==> src/sv/bba_pkg.sv <==
// Shared types and codes for the buddy block allocator.
// Holds the command and status structs between controller and datapath.
// No dependencies.
package bba_pkg;

  localparam int unsigned OUT_USED_W = 21;

  localparam logic [2:0] STS_OK        = 3'd0;
  localparam logic [2:0] STS_TOO_LARGE = 3'd1;
  localparam logic [2:0] STS_POOL_FULL = 3'd2;
  localparam logic [2:0] STS_NO_FREE   = 3'd3;
  localparam logic [2:0] STS_NOT_ALLOC = 3'd4;
  localparam logic [2:0] STS_BAD_ADDR  = 3'd5;

  typedef enum logic [3:0] {
    CMD_NOP,
    CMD_SWEEP,
    CMD_LOAD,
    CMD_WANT_STEP,
    CMD_LVL_UP,
    CMD_OFF_CLR,
    CMD_OFF_INC,
    CMD_MAP_RD,
    CMD_MAP_WR,
    CMD_SPLIT_DN,
    CMD_LOB_RD,
    CMD_LOB_CLR,
    CMD_CLIMB,
    CMD_MERGE_UP,
    CMD_DONE
  } cmd_e;

  typedef enum logic [1:0] {
    TGT_OFF,
    TGT_BUDDY,
    TGT_NEXT
  } tgt_e;

  typedef struct packed {
    cmd_e       op;
    tgt_e       tgt;
    logic       val;
    logic [2:0] code;
  } bba_cmd_t;

  typedef struct packed {
    logic op_free;
    logic size_fits;
    logic lev_top;
    logic pool_over;
    logic lev_nz;
    logic map_bit;
    logic off_last;
    logic lev_eq_want;
    logic bad_addr;
    logic lob_bad;
    logic buddy_free;
    logic out_free;
  } bba_sts_t;

endpackage

==> src/sv/bba_ctrl.sv <==
// Controller state machine of the buddy block allocator.
// Depends on bba_pkg for the command and status structs.
module bba_ctrl (
  input  logic              clk_i,
  input  logic              rst_ni,
  input  logic              in_valid_i,
  output logic              in_stall_o,
  input  bba_pkg::bba_sts_t sts_i,
  output bba_pkg::bba_cmd_t cmd_o
);
  import bba_pkg::*;

  typedef enum logic [4:0] {
    S_SWEEP, S_IDLE, S_DISPATCH, S_WANT, S_POOL, S_LVL, S_SCAN_RD, S_SCAN_CHK,
    S_SPLIT, S_S_RD0, S_S_WR0, S_S_RD1, S_S_WR1, S_F_CHK, S_F_LOB, S_F_CLIMB,
    S_F_SET_RD, S_F_SET_WR, S_F_BUD_RD, S_F_BUD_CHK, S_F_CLR_RD, S_F_CLR_WR,
    S_F_CLRB_RD, S_F_CLRB_WR, S_F_UP, S_FIN
  } state_e;

  state_e     state_q, state_d;
  logic [2:0] code_q, code_d;

  always_comb begin
    state_d    = state_q;
    code_d     = code_q;
    cmd_o.op   = CMD_NOP;
    cmd_o.tgt  = TGT_OFF;
    cmd_o.val  = 1'b0;
    cmd_o.code = code_q;
    case (state_q)
      S_SWEEP: begin
        cmd_o.op = CMD_SWEEP;
        if (sts_i.lev_top && sts_i.off_last) begin
          state_d = S_IDLE;
        end
      end
      S_IDLE: begin
        if (in_valid_i) begin
          cmd_o.op = CMD_LOAD;
          state_d  = S_DISPATCH;
        end
      end
      S_DISPATCH: begin
        state_d = sts_i.op_free ? S_F_CHK : S_WANT;
      end
      S_WANT: begin
        if (sts_i.size_fits) begin
          state_d = S_POOL;
        end else if (sts_i.lev_top) begin
          code_d  = STS_TOO_LARGE;
          state_d = S_FIN;
        end else begin
          cmd_o.op = CMD_WANT_STEP;
        end
      end
      S_POOL: begin
        if (sts_i.pool_over) begin
          code_d  = STS_POOL_FULL;
          state_d = S_FIN;
        end else begin
          state_d = S_LVL;
        end
      end
      S_LVL: begin
        if (sts_i.lev_nz) begin
          cmd_o.op = CMD_OFF_CLR;
          state_d  = S_SCAN_RD;
        end else if (sts_i.lev_top) begin
          code_d  = STS_NO_FREE;
          state_d = S_FIN;
        end else begin
          cmd_o.op = CMD_LVL_UP;
        end
      end
      S_SCAN_RD: begin
        cmd_o.op = CMD_MAP_RD;
        state_d  = S_SCAN_CHK;
      end
      S_SCAN_CHK: begin
        if (sts_i.map_bit) begin
          cmd_o.op  = CMD_MAP_WR;
          cmd_o.val = 1'b0;
          state_d   = S_SPLIT;
        end else if (!sts_i.off_last) begin
          cmd_o.op = CMD_OFF_INC;
          state_d  = S_SCAN_RD;
        end else if (sts_i.lev_top) begin
          code_d  = STS_NO_FREE;
          state_d = S_FIN;
        end else begin
          cmd_o.op = CMD_LVL_UP;
          state_d  = S_LVL;
        end
      end
      S_SPLIT: begin
        if (sts_i.lev_eq_want) begin
          code_d  = STS_OK;
          state_d = S_FIN;
        end else begin
          cmd_o.op = CMD_SPLIT_DN;
          state_d  = S_S_RD0;
        end
      end
      S_S_RD0: begin
        cmd_o.op = CMD_MAP_RD;
        state_d  = S_S_WR0;
      end
      S_S_WR0: begin
        cmd_o.op = CMD_MAP_WR;
        state_d  = S_S_RD1;
      end
      S_S_RD1: begin
        cmd_o.op  = CMD_MAP_RD;
        cmd_o.tgt = TGT_NEXT;
        state_d   = S_S_WR1;
      end
      S_S_WR1: begin
        cmd_o.op  = CMD_MAP_WR;
        cmd_o.tgt = TGT_NEXT;
        cmd_o.val = 1'b1;
        state_d   = S_SPLIT;
      end
      S_F_CHK: begin
        if (sts_i.bad_addr) begin
          code_d  = STS_BAD_ADDR;
          state_d = S_FIN;
        end else begin
          cmd_o.op = CMD_LOB_RD;
          state_d  = S_F_LOB;
        end
      end
      S_F_LOB: begin
        if (sts_i.lob_bad) begin
          code_d  = STS_NOT_ALLOC;
          state_d = S_FIN;
        end else begin
          cmd_o.op = CMD_LOB_CLR;
          state_d  = S_F_CLIMB;
        end
      end
      S_F_CLIMB: begin
        if (sts_i.lev_eq_want) begin
          state_d = S_F_SET_RD;
        end else begin
          cmd_o.op = CMD_CLIMB;
        end
      end
      S_F_SET_RD: begin
        cmd_o.op = CMD_MAP_RD;
        state_d  = S_F_SET_WR;
      end
      S_F_SET_WR: begin
        cmd_o.op  = CMD_MAP_WR;
        cmd_o.val = 1'b1;
        state_d   = S_F_BUD_RD;
      end
      S_F_BUD_RD: begin
        cmd_o.op  = CMD_MAP_RD;
        cmd_o.tgt = TGT_BUDDY;
        state_d   = S_F_BUD_CHK;
      end
      S_F_BUD_CHK: begin
        if (sts_i.buddy_free) begin
          state_d = S_F_CLR_RD;
        end else begin
          code_d  = STS_OK;
          state_d = S_FIN;
        end
      end
      S_F_CLR_RD: begin
        cmd_o.op = CMD_MAP_RD;
        state_d  = S_F_CLR_WR;
      end
      S_F_CLR_WR: begin
        cmd_o.op = CMD_MAP_WR;
        state_d  = S_F_CLRB_RD;
      end
      S_F_CLRB_RD: begin
        cmd_o.op  = CMD_MAP_RD;
        cmd_o.tgt = TGT_BUDDY;
        state_d   = S_F_CLRB_WR;
      end
      S_F_CLRB_WR: begin
        cmd_o.op  = CMD_MAP_WR;
        cmd_o.tgt = TGT_BUDDY;
        state_d   = S_F_UP;
      end
      S_F_UP: begin
        if (sts_i.lev_top) begin
          code_d  = STS_OK;
          state_d = S_FIN;
        end else begin
          cmd_o.op = CMD_MERGE_UP;
          state_d  = S_F_SET_RD;
        end
      end
      S_FIN: begin
        if (sts_i.out_free) begin
          cmd_o.op = CMD_DONE;
          state_d  = S_IDLE;
        end
      end
      default: begin
        state_d = S_IDLE;
      end
    endcase
  end

  always_ff @(posedge clk_i or negedge rst_ni) begin
    if (!rst_ni) begin
      state_q <= S_SWEEP;
      code_q  <= STS_OK;
    end else begin
      state_q <= state_d;
      code_q  <= code_d;
    end
  end

  assign in_stall_o = (state_q != S_IDLE);

endmodule

==> config.mk <==
export PLATFORM = sky130hd
export DESIGN_NAME = bba_ctrl
export DESIGN_NICKNAME = d
export VERILOG_FILES = /design/src/sv/bba_pkg.sv /design/src/sv/bba_ctrl.sv
export SDC_FILE = /design/constraint.sdc
export NUM_CORES = 1
export LEC_CHECK = 0
export BUFFER_PORTS_ARGS = -buffer_cell sky130_fd_sc_hd__clkbuf_2
export CORE_MARGIN = 2
export CORE_UTILIZATION = 55
export CTS_BUF_LIST = sky130_fd_sc_hd__clkbuf_16
export CTS_CLUSTER_DIAMETER = 200
export DETAILED_ROUTE_END_ITERATION = 8
export PLACE_DENSITY = 0.8
export SLEW_MARGIN = 5
export SYNTH_ARGS = -nofsm -noshare
export SYNTH_HDL_FRONTEND = slang
export SYNTH_SLANG_ARGS = --single-unit
==> constraint.sdc <==
create_clock -name clk_i -period 2.95 [get_ports clk_i]
set_input_delay 0.1475 -clock clk_i [delete_from_list [all_inputs] [get_ports clk_i]]
set_output_delay 0.1475 -clock clk_i [all_outputs]
set_load 0.005 [all_outputs]
==> results of run 1 <==
[metrics by stage]
step | power, mW | setup WS (ps) | hold WS [ps] | util, %
floorplan | 1.12 | 1300 | -148 | -
global placement | 1.38 | 696 | -4.80 | 63.2
detailed placement | 1.40 | 680 | 2.70 | 63.2
finish | 1.66 | 460 | 298 | 67.1
global route | 1.80 | 377 | 323 | 67.1
CTS | 1.64 | 598 | 302 | 67.1
[state kept, by name, indices dropped and copies added, names as in the netlist]
name     cells
state_q      5
code_q       3
[layout make-up]
| type | count | area, sq um |
|---|---|---|
| clock buffer | 3 | 75.1 |
| fill | 210 | 728 |
| inverter | 6 | 22.5 |
| multi-input combinational | 147 | 958 |
| sequential | 8 | 200 |
| tap | 28 | 35.0 |
| timing repair buffer | 32 | 193 |
[synthesized netlist by cell type, drive strengths merged (2+ instances only)]
master / instances / area [sq um]
a21oi: 13 / 65.1
a31oi: 8 / 50.1
a32oi: 2 / 17.5
and2: 3 / 21.3
and3: 2 / 12.5
buf: 17 / 105
dfrtp: 8 / 200
inv: 6 / 22.5
mux2: 2 / 26.3
mux2i: 3 / 30.0
nand2: 11 / 41.3
nand2b: 4 / 25.0
nand3: 8 / 40.0
nand3b: 4 / 30.0
nand4: 4 / 25.0
nand4b: 2 / 17.5
nor2: 11 / 41.3
nor2b: 9 / 56.3
nor3: 13 / 70.1
nor3b: 6 / 50.1
o211ai: 2 / 20.0
o21ai: 10 / 50.1
o311ai: 2 / 25.0
o32ai: 2 / 17.5
or3b: 2 / 17.5
[final timing paths]
| check | to | cells past startpoint |
|---|---|---|
| worst min-delay path | code_q[2] | 2 |
| worst max-delay path | cmd_o[9] | 6 |
| min in group clk_i | state_q[2] | 3 |
| worst max register to register | code_q[1] | 5 |
| worst min register to register | code_q[1] | 1 |
| max in group asynchronous | code_q[1] | 2 |
[kinds of logic (layout without fill, tap and decap cells)]
kind of cell / count (synthesis) / after routing / share of synthesized area [%]
AO/OA/AOI/OAI: 55 / 55 / 29.9
buffers and inverters: 24 / 41 / 10.2
flip-flops: 8 / 8 / 15.5
multiplexers: 5 / 5 / 4.36
AND/OR/NAND/NOR: 87 / 87 / 40.1
[report_power, final]
part / switching (mW) / total [mW] / internal (mW)
clock network: 0.0501 / 0.225 / 0.174
registers: 0.140 / 0.294 / 0.154
logic: 0.650 / 1.14 / 0.494
[metal layers]
metal / vias to the layer above / wire length, um / share of wire, % / track usage (%)
li1: 715 / - / - / -
met1: 724 / 1670 / 40 / 44.2
met2: 114 / 1980 / 47 / 57.3
met3: 18 / 407 / 9.7 / 3.14
met4: 0 / 133 / 3.2 / 12.8
met5: - / 0 / 0 / 0
[placed cells by master (no fill, tap or decap), drive strengths merged, types with 3 or more instances in the layout]
cell	n
a21oi	13
a31oi	8
o21ai	10
nor3	13
buf	6
dfrtp	8
and2	3
nand3b	4
nor2b	9
inv	6
nand4	4
clkbuf	28
nand2b	4
nor3b	6
nand3	8
mux2i	3
nor2	11
nand2	11
[worst max-delay path, cell delays in order, from the launching register on]
cell	delay (ps)
dfrtp_1	670
nor2b_1	670
nand3_1	300
o31ai_1	150
a31oi_1	60
o211ai_1	110
clkbuf_2	140
[repair_timing]
action,CTS,global route
endpoints found under the hold margin,8,0
gates resized for setup,0,0
hold buffers,1,0
==> metrics, run 1 <==
die width=52.4 um; CP Data Arrival Time=2340 ps; final wirelength=4.19 mm; Setup TNS Final=0 ps; vias in the first global route=1488; Post-synth EDFFs=0; global route total overflow=0; maxcap violations=0; RSZ-0062 raised after global routing=false; Die Ht=52.4 um; first-pass GRT wire length=7.04 mm; Initial Util=58.3%; DP HPWL=3.13 mm; Finished Cell Area=1480 sq um; drt first pass iters=5; Static Leak=0.606 nW; Period minus WS final=2490 ps; WL per Instance=18.7 um; normalized max-slew margin=50.7%; status=finished clean; core area=2210 sq um; Worst Setup SP=state_q[3]; Root Buffer=clkbuf_16; Slew Viols, Final=0; Cell Count, Final, Fillers Out=224; ANT cells=0; Hold Path Class=in2async; antenna-violating nets left=0; die area=2750 sq um; CTS clk-pin slew, worst paths=40 ps; # setup viols final=0; Pwr Density=1120 nW/um^2; Num CTS Buffers=3; cell count after placement=220; initial antenna violation count=0; CP endpoint kind=primary output; Synth cell types=58; worst-case register-to-register setup slack=540 ps; CTS tree=done; Reg2Reg Launch Point=state_q[3]; port bufs=25; sequential fraction of the synthesis area=15.5%; Post-layout nets=213; CTS max path bufs=2; Yosys reg bits=8; H-tree depth=1; via count=1571; Avg Inst Size Synth=7.21 sq um; Clock Sinks=8; initial drt markers=105; peak supply drop=0.724 mV; area growth from synthesis to layout=15.0%; Syn Inst Count=179; largest net degree at the start of global routing=28; # IOs=26; crit-path max FO=17; Via density=7.01; Syn Nets=194; placer congestion estimate=0.966; setup bufs post-CTS=0; clk_lat worst skew=230 ps; Tcrit/Tclk final=84.4%; layout cells sized above 1=23.0%; FFs w/ async S/R, synth=100%; Cell Area, Synth=1290 sq um; Ys Warns=0; Max Fclk=402 MHz; GRT Util Overall=33.9%; final hold viol count=0; dpl cell area=1400 sq um; placement row count=17; Critical Path Start Type=flip-flop; critical path required time=2800 ps; Worst-Margin Slew=737 ps; Fin Clk Skew=0.922 ps; ys flop type=dfrtp_1; DR DRC count=0; Worst Path Class, Setup=reg2out
(Power assumes the default switching activity.)
==> run 2: changes to the inputs <==
CORE_UTILIZATION = 50   (was 55)
PLACE_DENSITY = 0.77   (was 0.8)
clock period = 2.08 ns   (was 2.95 ns; I/O delays follow)
==> metrics, run 2 (synthesis gave the netlist of run 1 again) <==
Tcrit/Tclk final=96.9%; via count=1659; area growth from synthesis to layout=30.7%; Die Ht=54.8 um; global route total overflow=0; Regs by FF count=state_q (5), code_q (3); worst setup path end=cmd_o[6]; H-tree depth=1; status=finished clean; Largest Register=state_q; initial antenna violation count=0; Fin Clk Skew=2.08 ps; CTS tree=done; # fillers=220; setup bufs post-CTS=0; normalized max-slew margin=72.6%; Max Fclk=496 MHz; Via density=6.66; max reg flops=5; worst-case register-to-register setup slack=110 ps; Pwr Density=1620 nW/um^2; peak supply drop=1.17 mV; placer congestion estimate=0.984; Initial Util=52.5%; RSZ-0062 raised after global routing=false; commonest non-fill, non-tap cell in the layout=buf_4; Worst R2R End=code_q[1]; # setup viols final=0; CTS clk-pin slew, worst paths=40 ps; maxcap violations=0; Critical Path Start Type=flip-flop; Static Leak=0.724 nW; # IOs=26; final hold viol count=0; Setup TNS Final=0 ps; ANT cells=0; drt first pass iters=5; first-pass GRT wire length=7.38 mm; final wirelength=4.56 mm; Slew Viols, Final=0; largest net degree at the start of global routing=37; placement row count=18; port bufs=25; DR DRC count=0; Worst Setup SP=state_q[2]; layout cells sized above 1=33.3%; Clock Sinks=8; clk_lat worst skew=230 ps; worst hold start=sts_i[11]; die width=54.8 um; initial drt markers=84; Sequential Area=203 sq um; R2R depth=6; Root Buffer=clkbuf_16; CP endpoint kind=primary output; CTS max path bufs=2; Worst-Margin Slew=400 ps; Reg2Reg Launch Point=state_q[0]; crit-path max FO=5; Hold Path Class=in2reg; Post-layout nets=236; core area=2450 sq um; GRT Util Overall=34.4%; vias in the first global route=1496; Num CTS Buffers=3; most frequent cells in the layout=buf_4, clkbuf_2, a21oi_1, nor3_1; area of the multi-input gates=966 sq um; WL per Instance=18.3 um; Worst Path Class, Setup=reg2out; final hold slack=242 ps; DP HPWL=3.46 mm; critical path required time=1980 ps; CP Data Arrival Time=1910 ps; die area=3000 sq um; antenna-violating nets left=0; Period minus WS final=2020 ps
[run 2: where the power goes]
| part | switching, mW | internal (mW) |
|---|---|---|
| Sequential | 0.0941 | 0.225 |
| Combinational | 1.12 | 0.979 |
| Clock | 0.0733 | 0.248 |
[run 2: layout make-up]
cell class	count	area share, %
Sequential cell	8	12.0
Multi-Input combinational cell	147	57.3
Tap cell	30	2.23
Inverter	6	1.34
Clock buffer	3	4.45
Timing Repair Buffer	55	22.6
[run 2: layer usage]
| metal | share of wire, % | vias to the layer above | GRT usage [%] |
|---|---|---|---|
| li1 | - | 758 | - |
| met1 | 36 | 750 | 44.9 |
| met2 | 48 | 132 | 57.9 |
| met3 | 12 | 19 | 4.64 |
| met4 | 3.1 | 0 | 10.4 |
| met5 | 0 | - | 0 |
[run 2: timing repair]
action | CTS | global route
resized for setup | 1 | 6
endpoints found under the setup margin | 1 | 4
endpoints found under the hold margin | 8 | 0
hold buffers | 1 | 0
pin swaps | 0 | 1
[run 2: how the worst min path moves through the flow]
stage / end / slack [ps] / cells after the start
global route: state_q[2] / 270 / 3
detailed placement: code_q[0] / -40 / 1
floorplan: code_q[0] / -190 / 0
CTS: state_q[2] / 240 / 3
global placement: code_q[0] / -50 / 1
finish: state_q[2] / 240 / 3
[run 2: critical path: stages (launching register included)]
cell,delay [ps]
dfrtp_2,450
buf_6,140
or2_4,250
or4_4,490
and2_4,160
nand4b_1,70
buf_2,110
[run 2: through the flow]
step	cell area (sq um)	std cells	utilization, %	setup WS, ps	power (mW)
finish	1690	249	68.7	64.4	2.74
global route	1690	249	68.7	8.24	2.93
CTS	1670	249	68.1	6.41	2.67
detailed placement	1590	245	64.6	123	2.33
global placement	1590	245	64.6	133	2.30
floorplan	1290	179	-	427	1.59
==> run 3: changes to the inputs <==
CTS_CLUSTER_SIZE = 24   (was default)
SETUP_SLACK_MARGIN = 0.5   (was default)
==> metrics, run 3 <==
Post-synth EDFFs=0; port bufs=25; Root Buffer=clkbuf_16; CTS max path bufs=2; status=did not finish; placer congestion estimate=1.08; Yosys reg bits=8; Num CTS Buffers=3; Syn Inst Count=179; placement row count=18; Failed at=5_1_grt; Clock Sinks=8; Ys Warns=0; top-area cell type share of the netlist area=15.5%; DP HPWL=3.27 mm; cell taking the most area after synthesis=dfrtp_1; Syn Nets=194; ys flop type=dfrtp_1; Area contributors post-synth=dfrtp_1, a21oi_1, buf_2; Cell Area, Synth=1290 sq um; die width=54.8 um; Synth cell types=58; error msg=[ERROR DPL-0038] Utilization greater than 100%, impossible to legalize; Worst EP Category=primary output; sequential fraction of the synthesis area=15.5%; top-count cell post-synth=a21oi_1; FFs w/ async S/R, synth=100%; largest net degree at the start of global routing=12; Initial Util=52.5%; H-tree depth=1; Setup WS pre-CTS=46.5 ps; Die Ht=54.8 um; Post-synth top cells=a21oi_1, buf_2, nor3_1; # IOs=26; Worst Endpoint after GRT Repair=cmd_o[6]; Avg Inst Size Synth=7.21 sq um
## run 3: cell counts after synthesis
Identical to the previous run, type by type.
## run 3: repair_timing
item                                    CTS
gates resized for setup                  73
hold buffers                              1
endpoints found under the setup margin   16
cloned                                    3
pin swaps                                25
hold endpoints to repair                  8
buffers inserted                         31
## run 3: through the flow
| step | utilization [%] | hold WS (ps) | cell area (sq um) | cells |
|---|---|---|---|---|
| floorplan | - | -192 | 1300 | 179 |
| global placement | 61.1 | -45.5 | 1500 | 234 |
| detailed placement | 61.1 | -36.4 | 1500 | 234 |
| CTS | 90.2 | 229 | 2210 | 272 |
## run 3: cell families after synthesis
group           after synthesis  share of synthesized area [%]
simple gates                 87                           40.1
mux                           5                           4.36
flops                         8                           15.5
compound gates               55                           29.9
buf+inv                      24                           10.2
==> run 4: changes to the inputs <==
CORE_AREA = 2 2 63 65   (was default)
CORE_MARGIN = default   (was 2)
CORE_UTILIZATION = default   (was 50)
CTS_BUF_LIST = default   (was sky130_fd_sc_hd__clkbuf_16)
CTS_CLUSTER_DIAMETER = default   (was 200)
CTS_CLUSTER_SIZE = default   (was 24)
DIE_AREA = 0 0 65 67   (was default)
PLACE_DENSITY = default   (was 0.77)
PLACE_DENSITY_LB_ADDON = 0.15   (was default)
SETUP_SLACK_MARGIN = default   (was 0.5)
clock period = 2.7 ns   (was 2.08 ns; I/O delays follow)
==> metrics, run 4 (synthesis gave the netlist of run 1 again) <==
area growth from synthesis to layout=14.5%; Pwr Density=1150 nW/um^2; Worst-Margin Slew=882 ps; Int Power=0.803 mW; die width=65 um; clk_lat worst skew=230 ps; ANT cells=0; Sequential Area=200 sq um; placer congestion estimate=0.856; CTS clk-pin slew, worst paths=40 ps; final wirelength=4.41 mm; CP Data Arrival Time=2270 ps; CP peak stage delay=900 ps; area of the multi-input gates=958 sq um; Fin Clk Skew=4.83 ps; # setup viols final=0; layout cells sized above 1=23.7%; sequential share of power=21.3%; vias in the first global route=1533; GRT Util Overall=21.9%; final hold viol count=0; CTS max path bufs=2; crit-path max FO=27; Regs by FF count=state_q (5), code_q (3); global route total overflow=0; Slew Viols, Final=0; CP bufs+invs=1; Cell Count, Final, Fillers Out=246; Clock Sinks=8; largest net degree at the start of global routing=28; DR DRC count=0; antenna-violating nets left=0; cell count after placement=242; port bufs=25; Hold Path Class=in2async; die area=4360 sq um; critical path required time=2570 ps; Sw Ratio=52.7%; Largest Register=state_q; Worst path slowest cell=dfrtp_1; normalized max-slew margin=41.2%; Setup WS pre-CTS=471 ps; clock share of power=8.5%; Static Leak=0.596 nW; Die Ht=67 um; DP HPWL=3.33 mm; Root Buffer=clkbuf_8; max reg flops=5; dpl cell area=1430 sq um; critical path, cell by cell=nand3b_1, or4_4, and2_4, nand4b_1, clkbuf_2; Via density=6.12; CP endpoint kind=primary output; Worst path top cell family by delay=simple AND/OR/NAND/NOR gates; NetSw=0.894 mW; Finished Cell Area=1480 sq um; Worst Path Class, Setup=reg2out; Post-layout nets=215; Initial Util=35.8%; Combinational Power Share=70.2%; core area=3610 sq um; Setup TNS Final=0 ps; Period minus WS final=2400 ps; Critical Path Start Type=flip-flop; # fillers=382; peak supply drop=0.455 mV; maxcap violations=0; CTS tree=done; placement row count=22; H-tree depth=1; most frequent cells in the layout=clkbuf_2, a21oi_1, nor3_1, nor2_1, nand2_1; Tcrit/Tclk final=88.9%; Num CTS Buffers=3; first-pass GRT wire length=7.45 mm; WL per Instance=17.9 um; status=finished clean; Max Fclk=416 MHz; RSZ-0062 raised after global routing=false; drt first pass iters=4; initial drt markers=108; commonest non-fill, non-tap cell in the layout=clkbuf_2; via count=1506; # IOs=26; worst setup margin=299 ps; initial antenna violation count=0
run 4: layout make-up:
cell class                 count  share of cell area [%]
clock buffer                   3                    2.79
sequential                     8                    13.5
inverter                       6                    1.52
tap                           48                    4.06
timing repair buffer          34                    13.2
multi-input combinational    147                    64.9
run 4: per-layer routing:
layer  vias to the layer above  track usage, %  part of all wire [%]
met1                       713            28.2                    43
met5                         -               0                     0
met3                        11            2.70                   7.0
met4                         0            9.31                   2.9
met2                        67            36.6                    47
li1                        715               -                     -
run 4: per-stage QoR:
step | hold slack (ps) | utilization (%) | power [mW]
floorplan | -161 | - | 1.22
global placement | -6.62 | 39.6 | 1.52
detailed placement | 1.26 | 39.6 | 1.53
CTS | 292 | 41.0 | 1.69
global route | 305 | 41.0 | 1.84
finish | 283 | 41.0 | 1.70
run 4: repair_timing:
item,CTS,global route
setup buffers,0,0
resized for setup,0,0
hold buffers,1,0
hold endpoints to repair,8,0
run 4: worst register-to-register path, stage by stage (launching register included):
cell and delay [ps]:
dfrtp_1 900, nor2_1 270, nand3_1 240, o21ai_0 130, nor3_2 310, mux2_4 330
run 4: worst paths after layout:
path                                  from         end  slack, ps  cells after the start
min in group clk_i                sts_i[8]  state_q[3]        300                      4
max in group asynchronous           rst_ni   code_q[0]       2230                      2
worst max register to register  state_q[1]   code_q[1]        400                      5
worst min register to register   code_q[1]   code_q[1]        530                      1
worst min-delay path                rst_ni  state_q[4]        280                      2
worst max-delay path            state_q[1]    cmd_o[6]        300                      5
run 4: power groups by stage:
stage	Clock, mW	Sequential (mW)	Combinational (mW)
floorplan	0	0.203	1.02
global placement	0	0.358	1.16
detailed placement	0	0.354	1.18
CTS	0.148	0.356	1.18
global route	0.154	0.377	1.31
finish	0.144	0.362	1.19
